[config.mk]
export PLATFORM = sky130hd
export DESIGN_NAME = lkvc_ctrl
export DESIGN_NICKNAME = d
export VERILOG_FILES = /design/src/rtl/core/lkvc_pkg.sv /design/src/rtl/core/lkvc_ctrl.sv
export SDC_FILE = /design/constraint.sdc
export NUM_CORES = 1
export LEC_CHECK = 0
export BUFFER_PORTS_ARGS = -buffer_cell sky130_fd_sc_hd__clkbuf_2
export CORE_AREA = 3 3 40 42
export CTS_BUF_LIST = sky130_fd_sc_hd__clkbuf_8
export DETAILED_ROUTE_END_ITERATION = 10
export DIE_AREA = 0 0 43 45
export HOLD_SLACK_MARGIN = 0.15
export MAX_ROUTING_LAYER = met4
export PLACE_DENSITY = 0.47
export SLEW_MARGIN = 5
export SYNTH_ARGS = -nofsm -noshare
export SYNTH_HDL_FRONTEND = slang
export SYNTH_SLANG_ARGS = --single-unit
[constraint.sdc]
create_clock -name clk -period 3.35 [get_ports clk]
set_input_delay 0.67 -clock clk [delete_from_list [all_inputs] [get_ports clk]]
set_output_delay 0.67 -clock clk [all_outputs]
set_load 0.02 [all_outputs]
[src/rtl/core/lkvc_pkg.sv]
package lkvc_pkg;

  typedef enum logic [1:0] {
    ACT_LOOKUP = 2'd0,
    ACT_INSERT = 2'd1,
    ACT_CLEAR  = 2'd2,
    ACT_NONE   = 2'd3
  } action_t;

  localparam logic [6:0] CAP_RESET = 7'd64;
  localparam int         KEY_W     = 256;

  typedef struct packed {
    logic [1:0]  action;
    logic [63:0] key_word0;
    logic [63:0] key_word1;
    logic [63:0] key_word2;
    logic [63:0] key_word3;
    logic        verdict_in;
  } in_t;

  typedef struct packed {
    logic        hit;
    logic        verdict_out;
    logic        evicted;
    logic [6:0]  occupancy;
    logic [63:0] hit_count;
    logic [63:0] miss_count;
  } out_t;

  // controller -> datapath
  typedef struct packed {
    logic load;      // capture input, clear trackers
    logic ac_clr;    // rewind address counter
    logic rd;        // issue memory read at address counter
    logic upd_mode;  // read belongs to the rank rewrite pass
    logic commit;    // apply the decision of the scan
    logic out_load;  // load result register
  } cmd_t;

  // datapath -> controller
  typedef struct packed {
    logic addr_last;
    logic need_upd;
  } sts_t;

endpackage

[src/rtl/core/lkvc_ctrl.sv]
module lkvc_ctrl (
  input  logic              clk,
  input  logic              rst,
  input  logic              in_valid,
  output logic              in_stall,
  output logic              out_valid,
  input  logic              out_stall,
  output lkvc_pkg::cmd_t    cmd,
  input  lkvc_pkg::sts_t    sts
);

  typedef enum logic [2:0] {
    S_IDLE, S_SCAN, S_SWAIT, S_DECIDE, S_UPD, S_UWAIT, S_DONE
  } state_t;

  state_t state;
  logic   out_free;

  assign in_stall = (state != S_IDLE);
  assign out_free = !out_valid || !out_stall;

  always_comb begin
    cmd          = '0;
    cmd.load     = (state == S_IDLE) && in_valid;
    cmd.rd       = (state == S_SCAN) || (state == S_UPD);
    cmd.upd_mode = (state == S_UPD);
    cmd.commit   = (state == S_DECIDE);
    cmd.ac_clr   = cmd.load || cmd.commit;
    cmd.out_load = (state == S_DONE) && out_free;
  end

  always_ff @(posedge clk) begin
    if (rst) begin
      state     <= S_IDLE;
      out_valid <= 1'b0;
    end else begin
      if ((state == S_DONE) && out_free) begin
        out_valid <= 1'b1;
      end else if (out_valid && !out_stall) begin
        out_valid <= 1'b0;
      end
      unique case (state)
        S_IDLE:   if (in_valid) state <= S_SCAN;
        S_SCAN:   if (sts.addr_last) state <= S_SWAIT;
        S_SWAIT:  state <= S_DECIDE;
        S_DECIDE: state <= sts.need_upd ? S_UPD : S_DONE;
        S_UPD:    if (sts.addr_last) state <= S_UWAIT;
        S_UWAIT:  state <= S_DONE;
        S_DONE:   if (out_free) state <= S_IDLE;
        default:  state <= S_IDLE;
      endcase
    end
  end

endmodule

[Yosys cells after proc, flatten, opt, wreduce, memory -nomap -nowiden]
Cells that the tools add are included.
Storage, ports and cells
  flip-flop bits (word level): 4
  input bits: 6
  word-level logic and storage cells: 32
Operators by class
  mux-type cells: 8
  reduce and logical (&&, ||, !) cells: 12
  equality and inequality tests: 10
Operators with widths (count)
  one-hot mux 3 bit (7 select lines): 1
  two-way mux 3 bit: 4
  equality test 3 bit (second input constant): 3
  equality test 3 x 2 -> 1 bit (second input constant): 2
  != test 2 bit (second input constant): 3
  AND reduction 4 bit: 1
  equality test 3 x 1 -> 1 bit (second input constant): 1
  logical AND 1 bit: 3
  zero test 3 bit: 1
  logical OR 1 bit: 3
  nonzero test 3 bit: 1
  zero test 1 bit: 2
  two-way mux 1 bit: 2
  two-way mux 2 bit: 1
  != test 2 x 1 -> 1 bit (second input constant): 1
  nonzero test 2 bit: 1

[Logic depth before layout (Yosys ltp)]
Gate-level depths: netlist (run 1).
  depth after elaboration: 4
  depth in mapped cells: 4
  mapped depth without buffers: 3

[Worst setup path before layout (run 1)]
No wires, ideal clock.
  path kind: reg2out
  from: reg state[1]
  to: out cmd[5] (netlist bit)
  arrival: 1.111 ns
  stages on the path, launching flop included: 4
  path slack: 1.569 ns
  required time: 2.680 ns
  cells stage by stage: dfxtp_1 buf_6 or3_4 nor2_1
RTL lines
  start: declaration: RTL line lkvc_ctrl.sv:16  | state_t state;
  start signal: assignment: RTL line lkvc_ctrl.sv:46  | S_DECIDE: state <= sts.need_upd ? S_UPD : S_DONE;
  end: declaration: RTL line lkvc_ctrl.sv:8  | output lkvc_pkg::cmd_t cmd,

==> flow_summary.ini, run 1 <==
[sta]
rsz0062_at_grt = no
whs_ps = 512
finClkSkew_ps = 2.03
slew_headroom_pct = 73.5
setup_tns_ps = 0
maxSlewViolCount = 0
setup_viol = 0
post-route-period-util_pct = 62.0
hold_violations = 0
max_freq_ghz = 0.481
worst_pin_slew_ps = 396
finalCriticalPeriod_ps = 2080

[clock_tree]
cts.repair.resized = 0
cts_root_buf = clkbuf_8
clk_pin_slew_ps = 30
cts_tree = built
clock_latency_ps = 220
numCtsBuffers = 3
post-cts-setup-buffers = 0
cts_htree_levels = 1
cts.sinks = 4
cts.hold.buffers_added = 0
clock_path_buffers = 2

[power]
p_sw_share_pct = 26.5
vdd_drop_max_mv = 0.196
seq_power_share_pct = 29.6
p_per_area_nw_per_um2 = 523
intPower_mw = 0.145
comb_power_share_pct = 19.8
p_leak_nw = 0.174
power.switching_mw = 0.0523
p_clk_share_pct = 50.6

[routing]
routed-wl-met3_um = 56
drt_iter0_markers = 5
via_count = 284
vias_per_cell = 4.51
top_layer_used = met3
wl_met2_um = 286
met1Wirelength_um = 273
wl_per_cell_um = 9.78
drt-total-wl_um = 616
drc = 0
first_pass_iters = 4
antenna_left = 0

[logic_synthesis]
synth_top_area_share_pct = 28.7
synth-adder-area-share_pct = 0
yosysSeqAreaShare_pct = 28.7
syn_avg_cell_area_um2 = 7.97
synthXorXnorAreaFrac_pct = 3.14
synth_compound_area_share_pct = 24.7
synth_cell_type_count = 19
synth_cells = 35
synth_nets = 41
syn_area_um2 = 279
synthSimpleGateAreaFrac_pct = 32.7
ys_top_cells_by_area = dfxtp_1 (29%), a21oi_1 (11%), nor2_1 (6.7%)
synth_warnings = 0
synth_top_family_by_area = simple AND/OR/NAND/NOR gates
yosysTopAreaCell = dfxtp_1
synth-seq-cells = 4
synth_mux_area_share_pct = 0

[run_status]
status = finished clean

[critical_path]
startpoint_type = flip-flop
worst_ep_required_time_ps = 2680
crit_fanout = 13
crit_type = reg -> out
cp-end-kind = primary output
worstPathArrival_ps = 1410

[place]
portBuffers = 13
dp_hpwl_um = 442
gp_congestion = 0.652

[floorplanning]
die_width_um = 43
fp.coreArea_um2 = 1280
die_h_um = 45
num_rows = 13
dieArea_um2 = 1940
ios = 14
start_util_pct = 21.7

[final_layout]
fill_cells = 137
layout_commonest_cell = clkbuf_2
diodes = 0
finish.utilization_pct = 29.4
final_cell_mix = clkbuf_2 (13), a21oi_1 (6), nor2_1 (5)
final_nets = 56
area_growth_pct = 35.4
drive_gt1_share_pct = 41.7

[global_route]
grt_pass1_vias = 258
antenna_found_initial = 0
grt_pass1_wl_um = 1040
grt_overflow_total = 0
grt_max_degree = 14
grt_usage_pct = 7.63

[flow_run]
drv_cap = 0

[worst_hold_path]
hp-class = reg -> reg
[state kept, by name, summed over array words and instances, names as in the netlist]
name	count
state	3
out_valid	1
[per-layer routing]
layer  global-route usage [%]  vias to the layer above
met5                        -                        -
met4                     5.42                        0
met3                     3.98                        0
met2                     9.58                       10
met1                     9.13                      124
li1                         -                      150
[logic make-up (layout without fill, tap and decap cells)]
group                  count (synthesis)  after routing
buffers and inverters                  4             17
AND/OR/NAND/NOR                       15             15
AO/OA/AOI/OAI                         11             11
flip-flops                             4              4
XOR/XNOR                               1              1
[synthesized netlist by cell type]
library cell and number:
buf_4 2, o211a_1 1, nand3b_1 1, inv_1 1, nand2_1 3, a21oi_1 6, a31oi_1 1, and4bb_2 1
nand4b_1 1, or3_4 1, and2b_2 1, nor2_1 5, nor3_1 1, o21ai_0 2, o22ai_2 1, buf_6 1
dfxtp_1 4, nor3b_1 1, xnor2_1 1
[final cells by class]
class                   instances  area (um2)  area share [%]
multi-input cells              27         169            44.7
well taps                      15        18.8            4.97
flip-flops and latches          4        80.1            21.2
inverters                       1        3.75           0.993
repair buffers                 13        65.1            17.2
clock buffers                   3        41.3            10.9
[stage by stage]
step                      power (mW)  cell area, um2  instances  setup slack [ps]
after CTS                      0.200             378         63              1260
after floorplan               0.0885             279         35              1570
after detailed placement      0.0986             337         60              1480
final                          0.197             378         63              1270
after global routing           0.208             378         63              1200
after global placement        0.0985             337         60              1510
[critical path: stages (launching register included)]
cell	delay (ps)
dfxtp_1	410
or3_4	440
o22ai_2	140
clkbuf_2	190
[worst paths after layout]
kind	startpoint	endpoint	slack, ps	depth (start not counted)
worst max-delay path	state[2]	cmd[4]	1270	3
worst min register to register	out_valid	out_valid	510	2
worst max register to register	state[1]	state[0]	2240	3
worst min-delay path	out_valid	out_valid	510	2
[power by group through the flow]
stage	logic, mW	clock network (mW)	registers (mW)
final	0.0392	0.0999	0.0584
after global routing	0.0434	0.106	0.0592
after CTS	0.0398	0.102	0.0583
after detailed placement	0.0396	0	0.0589
after global placement	0.0396	0	0.0589
after floorplan	0.0357	0	0.0528
Note: power is estimated with default switching activity, not from simulation.
==> run 2, diff against run 1 <==
--- a/config.mk
+++ b/config.mk
@@ -5,6 +5,7 @@
 export SDC_FILE = /design/constraint.sdc
 export NUM_CORES = 1
 export LEC_CHECK = 0
+export ABC_AREA = 1
 export BUFFER_PORTS_ARGS = -buffer_cell sky130_fd_sc_hd__clkbuf_2
 export CORE_AREA = 3 3 40 42
 export CTS_BUF_LIST = sky130_fd_sc_hd__clkbuf_8
@@ -12,7 +13,7 @@
 export DIE_AREA = 0 0 43 45
 export HOLD_SLACK_MARGIN = 0.15
 export MAX_ROUTING_LAYER = met4
-export PLACE_DENSITY = 0.47
+export PLACE_DENSITY = 0.49
 export SLEW_MARGIN = 5
 export SYNTH_ARGS = -nofsm -noshare
 export SYNTH_HDL_FRONTEND = slang
==> constraint.sdc (replaced) <==
create_clock -name clk -period 1.95 [get_ports clk]
set_input_delay 0.39 -clock clk [delete_from_list [all_inputs] [get_ports clk]]
set_output_delay 0.39 -clock clk [all_outputs]
set_load 0.02 [all_outputs]
==> flow_summary.ini, run 2 <==
[run_status]
status = finished clean

[clock_tree]
cts.repair.resized = 0
cts.sinks = 4
clock_path_buffers = 2
cts_tree = built
clk_pin_slew_ps = 30
numCtsBuffers = 3
cts_htree_levels = 1
cts_root_buf = clkbuf_8
post-cts-setup-buffers = 0
cts.hold.buffers_added = 0
clock_latency_ps = 220

[final_layout]
drive_gt1_share_pct = 27.1
layout_commonest_cell = nand2_1
max_flop_register = state
fill_cells = 151
finish.utilization_pct = 32.4
largest_reg_flops = 3
reg_top3 = state: 3 flops, out_valid: 1 flops
diodes = 0
final_cell_mix = nand2_1 (15), clkbuf_2 (13), inv_1 (10)
final_nets = 78
area_growth_pct = 37.6

[logic_synthesis]
synth_nets = 61
synth.most_common_cell = nand2_1
synth_ff_type = dfxtp_1
synth_cells = 55
synth_warnings = 0
yosysTopAreaCell = dfxtp_1
synth-seq-cells = 4
synth_common_cells = nand2_1 (15), inv_1 (10), nor2_1 (8)
synth_top_area_share_pct = 26.4
async_flop_share_pct = 0
synth_cell_type_count = 11
synth-edff-count = 0
syn_avg_cell_area_um2 = 5.51
syn_area_um2 = 303
yosysSeqAreaShare_pct = 26.4
ys_top_cells_by_area = dfxtp_1 (26%), nand2_1 (19%), inv_1 (12%)

[sta]
slew_headroom_pct = 83.2
post-route-period-util_pct = 85.0
setup_viol = 0
worst_pin_slew_ps = 252
maxSlewViolCount = 0
finalCriticalPeriod_ps = 1660
finClkSkew_ps = 0.461
setup_tns_ps = 0
max_freq_ghz = 0.604
hold_violations = 0
rsz0062_at_grt = no

[routing]
via_count = 362
drc = 0
antenna_left = 0
drt_iter0_markers = 11
wl_per_cell_um = 8.31
vias_per_cell = 4.26
first_pass_iters = 4
drt-total-wl_um = 706

[global_route]
antenna_found_initial = 0
grt_overflow_total = 0
grt_usage_pct = 8.39
grt_pass1_wl_um = 1170
grt_max_degree = 9
grt_pass1_vias = 301

[place]
gp_congestion = 0.733
dp_hpwl_um = 562
portBuffers = 13

[critical_path]
cp-end-kind = primary output
critPathLaunch = state[0]
timing.rr.start = state[2]
worstPathArrival_ps = 1270
crit_fanout = 8
crit_type = reg -> out
worst_ep_required_time_ps = 1560
startpoint_type = flip-flop

[floorplanning]
ios = 14
die_width_um = 43
die_h_um = 45
fp.coreArea_um2 = 1280
dieArea_um2 = 1940
num_rows = 13
start_util_pct = 23.6

[power]
p_per_area_nw_per_um2 = 1090
p_leak_nw = 0.240
vdd_drop_max_mv = 0.315

[flow_run]
drv_cap = 0

[worst_hold_path]
min_from = rst
hp-class = in -> reg
run 2: cell types whose count changed in the layout (fill, tap and decap cells not counted), sizes merged, moves of 3 or more:
cell / before / now
inv: 1 / 11
nand2: 3 / 15
nor2: 5 / 10
a21oi: 6 / 3
nand3: 0 / 7
run 2: metal layers:
metal	vias to the layer above	wire, um	global-route usage, %
li1	199	-	-
met1	150	293	10.1
met2	10	359	12.3
met3	3	34	1.20
met4	0	19	7.23
met5	-	0	-
run 2: path summary, 6_finish.rpt:
kind | slack (ps) | cells past startpoint | end
min | 390 | 2 | state[1]
max reg2reg | 780 | 6 | state[2]
max | 290 | 4 | cmd[4]
min reg2reg | 480 | 2 | out_valid
run 2: through the flow:
| step | std cells | instance area (um2) | hold slack [ps] | worst slack [ps] | power, mW |
|---|---|---|---|---|---|
| 2_1_floorplan | 55 | 303 | 459 | 233 | 0.244 |
| 3_3_place_gp | 82 | 375 | 476 | 533 | 0.284 |
| 3_5_place_dp | 82 | 375 | 482 | 516 | 0.281 |
| 4_1_cts | 85 | 417 | 386 | 281 | 0.462 |
| 5_1_grt | 85 | 417 | 402 | 143 | 0.491 |
| 6_report | 85 | 417 | 386 | 293 | 0.456 |
run 2: logic make-up (layout without fill, tap and decap cells):
family / count (synthesis) / after routing / share of synthesized area, %
compound gates: 6 / 6 / 9.91
buf+inv: 12 / 27 / 17.4
flops: 4 / 4 / 26.4
simple gates: 33 / 33 / 46.3
run 2: final cells by class:
class / instances / area [um2] / share of cell area (%)
flip-flops and latches: 4 / 80.1 / 19.2
clock buffers: 3 / 41.3 / 9.91
well taps: 15 / 18.8 / 4.50
multi-input cells: 39 / 170 / 40.8
inverters: 11 / 41.3 / 9.91
repair buffers: 13 / 65.1 / 15.6
run 2: worst max-delay path: stages (launching register included):
cell	delay [ps]
dfxtp_1	370
nor2_1	230
nand2_1	110
o21ai_0	150
clkbuf_2	190
run 2: report_power, final:
group / switching (mW) / leakage [nW] / internal, mW
Sequential: 0.0198 / 0.0327 / 0.0934
Clock: 0.0460 / 0.0216 / 0.132
Combinational: 0.108 / 0.186 / 0.0563
==> run 3, diff against run 2 <==
--- a/config.mk
+++ b/config.mk
@@ -5,7 +5,7 @@
 export SDC_FILE = /design/constraint.sdc
 export NUM_CORES = 1
 export LEC_CHECK = 0
-export ABC_AREA = 1
+export ABC_AREA = 0
 export BUFFER_PORTS_ARGS = -buffer_cell sky130_fd_sc_hd__clkbuf_2
 export CORE_AREA = 3 3 40 42
 export CTS_BUF_LIST = sky130_fd_sc_hd__clkbuf_8
@@ -13,7 +13,7 @@
 export DIE_AREA = 0 0 43 45
 export HOLD_SLACK_MARGIN = 0.15
 export MAX_ROUTING_LAYER = met4
-export PLACE_DENSITY = 0.49
+export PLACE_DENSITY = 0.48
 export SLEW_MARGIN = 5
 export SYNTH_ARGS = -nofsm -noshare
 export SYNTH_HDL_FRONTEND = slang
==> constraint.sdc (replaced) <==
create_clock -name clk -period 1.4 [get_ports clk]
set_input_delay 0.28 -clock clk [delete_from_list [all_inputs] [get_ports clk]]
set_output_delay 0.28 -clock clk [all_outputs]
set_load 0.02 [all_outputs]
==> flow_summary.ini, run 3 (synthesis gave the netlist of run 1 again) <==
[run_status]
status = complete, but fails checks
violations = negative setup slack

[floorplanning]
die_h_um = 45
start_util_pct = 21.7
fp.coreArea_um2 = 1280
dieArea_um2 = 1940
num_rows = 13
ios = 14
die_width_um = 43

[final_layout]
largest_reg_flops = 3
diodes = 0
multi_input_area_um2 = 176
finish.utilization_pct = 35.6
max_flop_register = state
drive_gt1_share_pct = 51.9
register_area_um2 = 82.6
final_nets = 62
reg_top3 = state: 3 flops, out_valid: 1 flops
layout_commonest_cell = clkbuf_2
final_cell_mix = clkbuf_2 (7), a21oi_1 (6), buf_4 (6)
fin_cells = 69
fill_cells = 134
area_growth_pct = 64.1

[sta]
worst_pin_slew_ps = 159
setup_viol = 3
fin_ws_ps = -87.1
post-route-period-util_pct = 106
rsz0062_at_grt = yes
setup_tns_ps = -136
max_freq_ghz = 0.672
whs_ps = 272
maxSlewViolCount = 0
finalCriticalPeriod_ps = 1490
finClkSkew_ps = 0.872
slew_headroom_pct = 89.3
hold_violations = 0

[clock_tree]
clk_pin_slew_ps = 30
cts_htree_levels = 1
cts_tree = built
numCtsBuffers = 3
cts.sinks = 4
clock_path_buffers = 2
cts_root_buf = clkbuf_8
clock_latency_ps = 210

[power]
power.switching_mw = 0.135
p_clk_share_pct = 46.3
p_sw_share_pct = 26.1
intPower_mw = 0.381
p_per_area_nw_per_um2 = 1130
seq_power_share_pct = 24.5
p_leak_nw = 0.214
vdd_drop_max_mv = 0.372
comb_power_share_pct = 29.2

[routing]
vias_per_cell = 4.57
drc = 0
first_pass_iters = 2
via_count = 315
met1Wirelength_um = 357
wl_met2_um = 320
antenna_left = 0
wl_per_cell_um = 10.5
routed-wl-met3_um = 28
top_layer_used = met4
drt_iter0_markers = 5
drt-total-wl_um = 723

[global_route]
grt_pass1_vias = 268
grt_pass1_wl_um = 1210
antenna_found_initial = 0
grt_usage_pct = 9.01
grt_overflow_total = 0
grt_max_degree = 13

[critical_path]
critPathBufInv = 1
crit_path_max_incr_delay_ps = 400
startpoint_type = flip-flop
slowest_stage = or3_4
critPathLaunch = state[2]
worstPathArrival_ps = 1210
crit_fanout = 3
worst_ep_required_time_ps = 1120
timing.rr.start = state[0]
crit_family = simple AND/OR/NAND/NOR gates
cp-end-kind = primary output
crit_chain = or3_4, o22ai_4, buf_8
crit_type = reg -> out

[place]
preCtsSetupSlack_ps = 110
portBuffers = 13
gp_congestion = 0.617
dp.cells = 63

[flow_run]
drv_cap = 0

[worst_hold_path]
min_from = rst
hp-class = in -> reg
[run 3: cell count changes in the layout (fill, tap and decap cells not counted), moves of 2 or more]
| cell | change |
|---|---|
| nand2_1 | -12 |
| buf_2 | +2 |
| nor2_2 | -2 |
| clkbuf_2 | -6 |
| buf_4 | +6 |
| buf_6 | +2 |
| nor2_1 | -3 |
| dfxtp_2 | +2 |
| inv_1 | -9 |
| a21oi_1 | +3 |
| nand3_1 | -7 |
| dfxtp_1 | -2 |
[run 3: path summary, 6_finish.rpt]
| path | endpoint | depth (start not counted) | slack [ps] |
|---|---|---|---|
| min | state[0] | 2 | 270 |
| min reg2reg | out_valid | 2 | 520 |
| max | cmd[4] | 3 | -90 |
| max reg2reg | state[0] | 5 | 300 |
[run 3: power by group through the flow]
stage / Sequential (mW) / Combinational [mW] / Clock, mW
detailed placement: 0.126 / 0.119 / 0
floorplan: 0.126 / 0.0854 / 0
global placement: 0.126 / 0.119 / 0
finish: 0.126 / 0.151 / 0.239
CTS: 0.125 / 0.134 / 0.248
global route: 0.127 / 0.162 / 0.258
[run 3: repair_timing]
item,CTS,global route
hold endpoints to repair,0,0
setup endpoints to repair,3,6
pin swaps,0,0
gates resized for setup,5,10
buffers inserted,1,2
hold buffers,0,0
[run 3: cell type report]
type | count | share of cell area (%)
Multi-Input combinational cell | 27 | 38.5
Timing Repair Buffer | 19 | 29.5
Sequential cell | 4 | 18.0
Clock buffer | 3 | 9.02
Tap cell | 15 | 4.10
Inverter | 1 | 0.820
[run 3: worst register-to-register path, cell delays in order (launching register included)]
cell	delay, ps
dfxtp_2	310
buf_6	120
buf_4	150
and2b_2	190
a21oi_1	130
a21oi_1	70
[run 3: routing by layer]
metal / up-vias / GRT usage [%]
li1: 166 / -
met1: 135 / 11.6
met2: 12 / 10.8
met3: 2 / 2.39
met4: 0 / 9.04
met5: - / -
[run 3: per-stage QoR]
| stage | instance area (um2) | power, mW |
|---|---|---|
| after global placement | 359 | 0.244 |
| final | 458 | 0.516 |
| after floorplan | 279 | 0.212 |
| after detailed placement | 359 | 0.245 |
| after global routing | 458 | 0.547 |
| after CTS | 425 | 0.507 |
